## src/fcop_div.sv

```systemverilog
// Pipelined restoring divider: one quotient bit per register stage.
// Unsigned operands; one division per cycle.
module fcop_div #(
  parameter int NUM_BITS = 30,
  parameter int DEN_BITS = 18
) (
  input  logic                clk,
  input  logic [NUM_BITS-1:0] num,
  input  logic [DEN_BITS-1:0] den,
  output logic [NUM_BITS-1:0] quo
);

  logic [DEN_BITS-1:0] rem_q [NUM_BITS];
  logic [NUM_BITS-1:0] quo_q [NUM_BITS];
  logic [NUM_BITS-1:0] num_q [NUM_BITS-1];
  logic [DEN_BITS-1:0] den_q [NUM_BITS-1];

  for (genvar i = 0; i < NUM_BITS; i++) begin : g_stage
    logic [DEN_BITS-1:0] rem_in;
    logic [DEN_BITS-1:0] den_in;
    logic [NUM_BITS-1:0] num_in;
    logic [NUM_BITS-1:0] quo_in;
    logic [DEN_BITS:0]   trial;
    logic [DEN_BITS:0]   diff;
    logic                ge;

    if (i == 0) begin : g_first
      assign rem_in = '0;
      assign den_in = den;
      assign num_in = num;
      assign quo_in = '0;
    end else begin : g_next
      assign rem_in = rem_q[i-1];
      assign den_in = den_q[i-1];
      assign num_in = num_q[i-1];
      assign quo_in = quo_q[i-1];
    end

    always_comb begin
      trial = {rem_in, num_in[NUM_BITS-1]};
      diff  = trial - {1'b0, den_in};
      ge    = trial >= {1'b0, den_in};
    end

    always_ff @(posedge clk) begin
      rem_q[i] <= ge ? diff[DEN_BITS-1:0] : trial[DEN_BITS-1:0];
      quo_q[i] <= {quo_in[NUM_BITS-2:0], ge};
    end

    // Operands move on only while a later stage still needs them
    if (i < NUM_BITS - 1) begin : g_pass
      always_ff @(posedge clk) begin
        num_q[i] <= {num_in[NUM_BITS-2:0], 1'b0};
        den_q[i] <= den_in;
      end
    end
  end

  assign quo = quo_q[NUM_BITS-1];

endmodule

```

## config.mk

```make
export PLATFORM = sky130hd
export DESIGN_NAME = fcop_div
export DESIGN_NICKNAME = d
export VERILOG_FILES = /design/src/fcop_div.sv
export SDC_FILE = /design/constraint.sdc
export NUM_CORES = 2
export LEC_CHECK = 0
export BUFFER_PORTS_ARGS = -buffer_cell sky130_fd_sc_hd__buf_2
export CAP_MARGIN = 30
export CORE_MARGIN = 1.5
export CORE_UTILIZATION = 40
export DETAILED_ROUTE_END_ITERATION = 8
export GPL_TIMING_DRIVEN = 0
export SYNTH_ARGS = -nofsm -noshare
export SYNTH_HDL_FRONTEND = slang
export SYNTH_SLANG_ARGS = --single-unit
export TNS_END_PERCENT = 20
```

## constraint.sdc

```tcl
create_clock -name clk -period 2.9 [get_ports clk]
set_clock_uncertainty 0.15 [all_clocks]
set_input_delay 0.435 -clock clk [delete_from_list [all_inputs] [get_ports clk]]
set_output_delay 0.435 -clock clk [all_outputs]
set_load 0.01 [all_outputs]
```

# Word-level counts from Yosys, hierarchy flattened
# Memories as Yosys holds them, arrays and structs flattened.
# Cells that the tools add are included.
[classes]
n_shift = 0
mul = 0
mux = 30
eq_ne = 0
n_div = 0
n_addsub = 30
n_reduce_logical = 0
n_bitwise = 0
n_lt_le_gt_ge = 30
[ops]
columns = ["op", "count"]
rows = [
  ["greater-or-equal comparator 19 x 18 -> 1 bit", 29],
  ["2-to-1 mux 18 bit", 30],
  ["subtractor 18 bit", 29],
  ["greater-or-equal comparator 1 x 18 -> 1 bit", 1],
  ["subtractor 1 x 18 -> 18 bit", 1],
]
[totals]
mem_bits_ro = 0
input_bits = 49
latchBits = 0
ff_bits = 0
n_memories = 4
ramBits = 2803
[memory_table]
columns = ["memory", "words", "width", "read_ports", "rd_clocked_by_memory_dff", "write_ports", "line_no", "text"]
rows = [
  ["quo_q", 30, 30, 30, 0, 30, "14", "logic [NUM_BITS-1:0] quo_q [NUM_BITS];"],
  ["num_q", 29, 29, 29, 0, 29, "15", "logic [NUM_BITS-1:0] num_q [NUM_BITS-1];"],
  ["rem_q", 30, 18, 29, 0, 30, "13", "logic [DEN_BITS-1:0] rem_q [NUM_BITS];"],
  ["den_q", 29, 18, 29, 0, 29, "16", "logic [DEN_BITS-1:0] den_q [NUM_BITS-1];"],
]

# Depth between registers and ports, before layout
# An unclocked memory read counts as a cell.
[logic_depth]
ltp_word = 3
ltp_mapped = 12
depth_no_buf = 12

# Least setup slack after synthesis
# Ideal clock, no wire load.
[synth_path]
path_type = "register to register"
start = "memory den_q[13][1], in the netlist den_q[0][235]"
end = "memory rem_q[14][9], in the netlist rem_q[0][261]"
n_path_buf = 1
t_arrival_ps = 2756
path_stages_with_launch = 12
synth_period_minus_slack_ps = 3026
t_required_ps = 2629
path_slack_ps = -126
setup_time_ps = 121
path_cell_list = "dfxtp_1 inv_1 ha_1 nor2b_1 o31a_1 o21ai_1 o221ai_1 a41oi_1 o311ai_1 a211oi_4 buf_6 mux2_2"
[synth_lines]
columns = ["item", "line_no"]
rows = [
  ["start, declared", "16"],
  ["end, declared", "13"],
]

==> flow_metrics.py <==
metrics = {
    "logic_synthesis": {
        "synth_top_area_cell": "dfxtp_1",
        "yosys-top-cells-area": "dfxtp_1 (55%), ha_1 (9.3%), mux2_2 (4.3%), inv_1 (3.4%), a21oi_1 (3.3%)",
        "yosysWarnings": 0,
        "syn_area_sq_mm": 0.07077,
        "synth_cell_types": 91,
        "syn-num-nets": 7210,
        "yosysSeqAreaShare_pct": 54.99,
        "ys_ff_latch": 1944,
        "yosys-mux-area-fraction_pct": 4.846,
        "syn-instance-count": 6609,
        "synth-xor-area-share_pct": 4.567,
        "synth_commonest_cells": "dfxtp_1 (1944), inv_1 (650), ha_1 (524), a21oi_1 (468), nor2_1 (348)",
        "synth_most_common_cell": "dfxtp_1",
        "synthSimpleGateAreaFrac_pct": 7.790,
        "ys.flop_type": "dfxtp_1",
        "synth_compound_area_share_pct": 13.56,
        "synth_area_per_cell_sq_um": 10.71,
        "async_flop_share_pct": 0,
        "synth_edf_count": 0,
        "synth_top_area_share_pct": 54.99,
        "synth_fa_ha_area_share_pct": 10.06,
        "synth_top_family_by_area": "compound AO/OA/AOI/OAI gates",
    },
    "routing": {
        "dr_total_vias": 46726,
        "drc": 0,
        "dr_wl_met2_mm": 71.06,
        "wirelength_mm": 147.2,
        "drtIter0Drc": 2502,
        "wl_met3_mm": 5.621,
        "first_pass_iters": 7,
        "wl_met1_mm": 66.45,
        "detail_route.vias_per_cell": 4.877,
        "postRouteAntennaNets": 0,
        "top_layer": "met4",
        "wl_per_cell_um": 15.37,
    },
    "placement": {
        "globalplace.congestion": 0.8851,
        "port_buffers": 78,
        "pre_cts_slack_ps": -1110,
        "hpwl_mm": 106.0,
    },
    "timing": {
        "fmax_mhz": 318.4,
        "setup_viol": 125,
        "hold_viol_final": 0,
        "period_share_pct": 108.3,
        "max-slew-margin-rel_pct": 52.07,
        "setup_slack_ps": -240.9,
        "fin_crit_ps": 3141,
        "rsz0062_at_grt": "yes",
        "drv_slew": 0,
        "worst_slew_pin_slew_ps": 711.4,
        "hold_ws_ps": 72.51,
    },
    "setup_path": {
        "endpoint_kind": "register",
        "critical_path_class": "register to register",
        "required_ps": 3470,
        "critPathArrivalTime_ps": 3710,
        "cp-start-kind": "register",
        "cp_max_fo": 5,
    },
    "global_routing": {
        "grt_pass1_wl_mm": 234.7,
        "gr-total-overflow": 0,
        "antenna_found_initial": 0,
        "first_global_vias": 46390,
        "grt_max_degree": 18,
        "grt_use_total_pct": 15.93,
    },
    "cts": {
        "cts_tree": "done",
        "clock_path_buffers": 3,
        "htree_levels": 4,
        "cts_made_buffers": 201,
        "cts_num_sinks": 1944,
        "clk_latency_ps": 860,
        "cts_root_buffer": "clkbuf_16",
        "cts.reportedPaths.clkPinSlew_ps": 60,
    },
    "outcome": {
        "failed_checks": "negative setup slack",
        "status": "complete, but fails checks",
    },
    "hold_path": {
        "hp-class": "input port to register",
    },
    "floorplanning": {
        "die_area_sq_mm": 0.1795,
        "num_rows": 154,
        "die_w_um": 423.6,
        "die_h_um": 423.6,
        "num_io_pins": 79,
        "core_sq_mm": 0.1759,
        "start_util_pct": 40.23,
    },
    "power_and_ir_drop": {
        "p_per_area_mw_per_mm2": 1096,
        "ir_worst_vdd_uv": 591.9,
        "finalPower_w": 0.09413,
        "p_leak_nw": 38.49,
    },
    "finish": {
        "num_antenna_cells": 0,
        "syn_to_final_growth_pct": 21.34,
        "nets": 7676,
        "drive_gt1_share_pct": 18.13,
        "fin_util_pct": 48.81,
    },
    "flow_run": {
        "cap_violations": 0,
    },
}
==> sequential cells by signal, indices dropped and copies added, names as in the netlist <==
signal  flops
rem_q     522
den_q     522
quo_q     465
num_q     435
==> cell usage in the layout, fill, tap and decap left out, drive strengths merged, types with 42 or more instances in the layout <==
cell type | Yosys | routed
o21ai | 332 | 332
a31oi | 47 | 47
ha | 524 | 524
a21oi | 470 | 470
nand2 | 312 | 312
a21o | 205 | 205
nor2b | 63 | 63
inv | 651 | 656
mux2 | 285 | 285
nor2 | 348 | 348
o21a | 80 | 80
xor2 | 139 | 139
dlygate4sd3 | 0 | 59
dfxtp | 1944 | 1944
nor3 | 57 | 57
and3 | 46 | 46
nand3 | 114 | 114
nand4 | 61 | 61
buf | 24 | 240
clkbuf | 94 | 364
nand2b | 52 | 52
o31a | 42 | 42
xnor2 | 230 | 230
a211oi | 65 | 65
clkinv | 0 | 58
==> repair_timing <==
action                                  4_1_cts  5_1_grt
pin swaps                                    69      115
hold buffers                                 59        0
endpoints found under the setup margin      517      478
buffers inserted                             53       69
gates resized for setup                     419      362
endpoints found under the hold margin        66        0
gates cloned                                  4        7
==> worst paths after layout <==
check	slack, ps	depth (start not counted)	start	to
worst min register to register	140	0	quo_q[0][241]$_DFF_P_	quo_q[0][272]$_DFF_P_
worst min-delay path	70	2	num[14]	num_q[0][14]$_DFF_P_
worst max register to register	-240	11	den_q[1][91]$_DFF_P_	rem_q[1][124]$_DFF_P_
worst max-delay path	-240	11	den_q[1][91]$_DFF_P_	rem_q[1][124]$_DFF_P_
==> per-layer routing <==
layer / vias up / GRT usage, %
li1: 23705 / -
met4: 0 / 5.346
met1: 21969 / 20.00
met5: - / 0
met3: 296 / 2.828
met2: 756 / 27.45
==> where the power goes <==
part	internal, W	switching (W)
Combinational	0.0167	0.0172
Clock	0.0154	0.0107
Sequential	0.0317	0.00244
Total	0.0638	0.0303
==> area by class of cell <==
type | instances | area, sq um
repair buffers | 271 | 2280
plain buffers | 110 | 828.3
well taps | 2340 | 2928
flip-flops and latches | 1944 | 38990
inverters | 651 | 2464
fillers | 15792 | 90050
multi-input cells | 3896 | 31420
clock buffers | 282 | 5746
clock inverters | 87 | 1220
==> cells by family (layout without fill, tap and decap cells) <==
logic type,after synthesis,after routing
AND/OR/NAND/NOR,1165,1165
buffers and inverters,769,1401
AO/OA/AOI/OAI,1506,1506
flip-flops,1944,1944
adder cells (fa/ha/maj),552,552
multiplexers,304,304
XOR/XNOR,369,369
==> critical path: stages, from the launching register on <==
cell and delay [ps]:
dfxtp_2 340, inv_2 60, ha_4 210, nor2b_4 120, o31a_1 300, o41ai_4 280, o22ai_2 150, a21oi_2 230
a21oi_1 100, or4_4 590, clkbuf_16 210, mux2_4 290
==> through the flow <==
stage | instance area (sq um) | std cells | setup TNS [ps]
6_report | 85870 | 9581 | -10250
5_1_grt | 85870 | 9581 | -33130
4_1_cts | 83840 | 9511 | -26290
3_5_place_dp | 74130 | 9028 | -287270
3_3_place_gp | 74120 | 9027 | -286370
2_1_floorplan | 70810 | 6609 | -1618
Note: power is estimated with default switching activity, not from simulation.
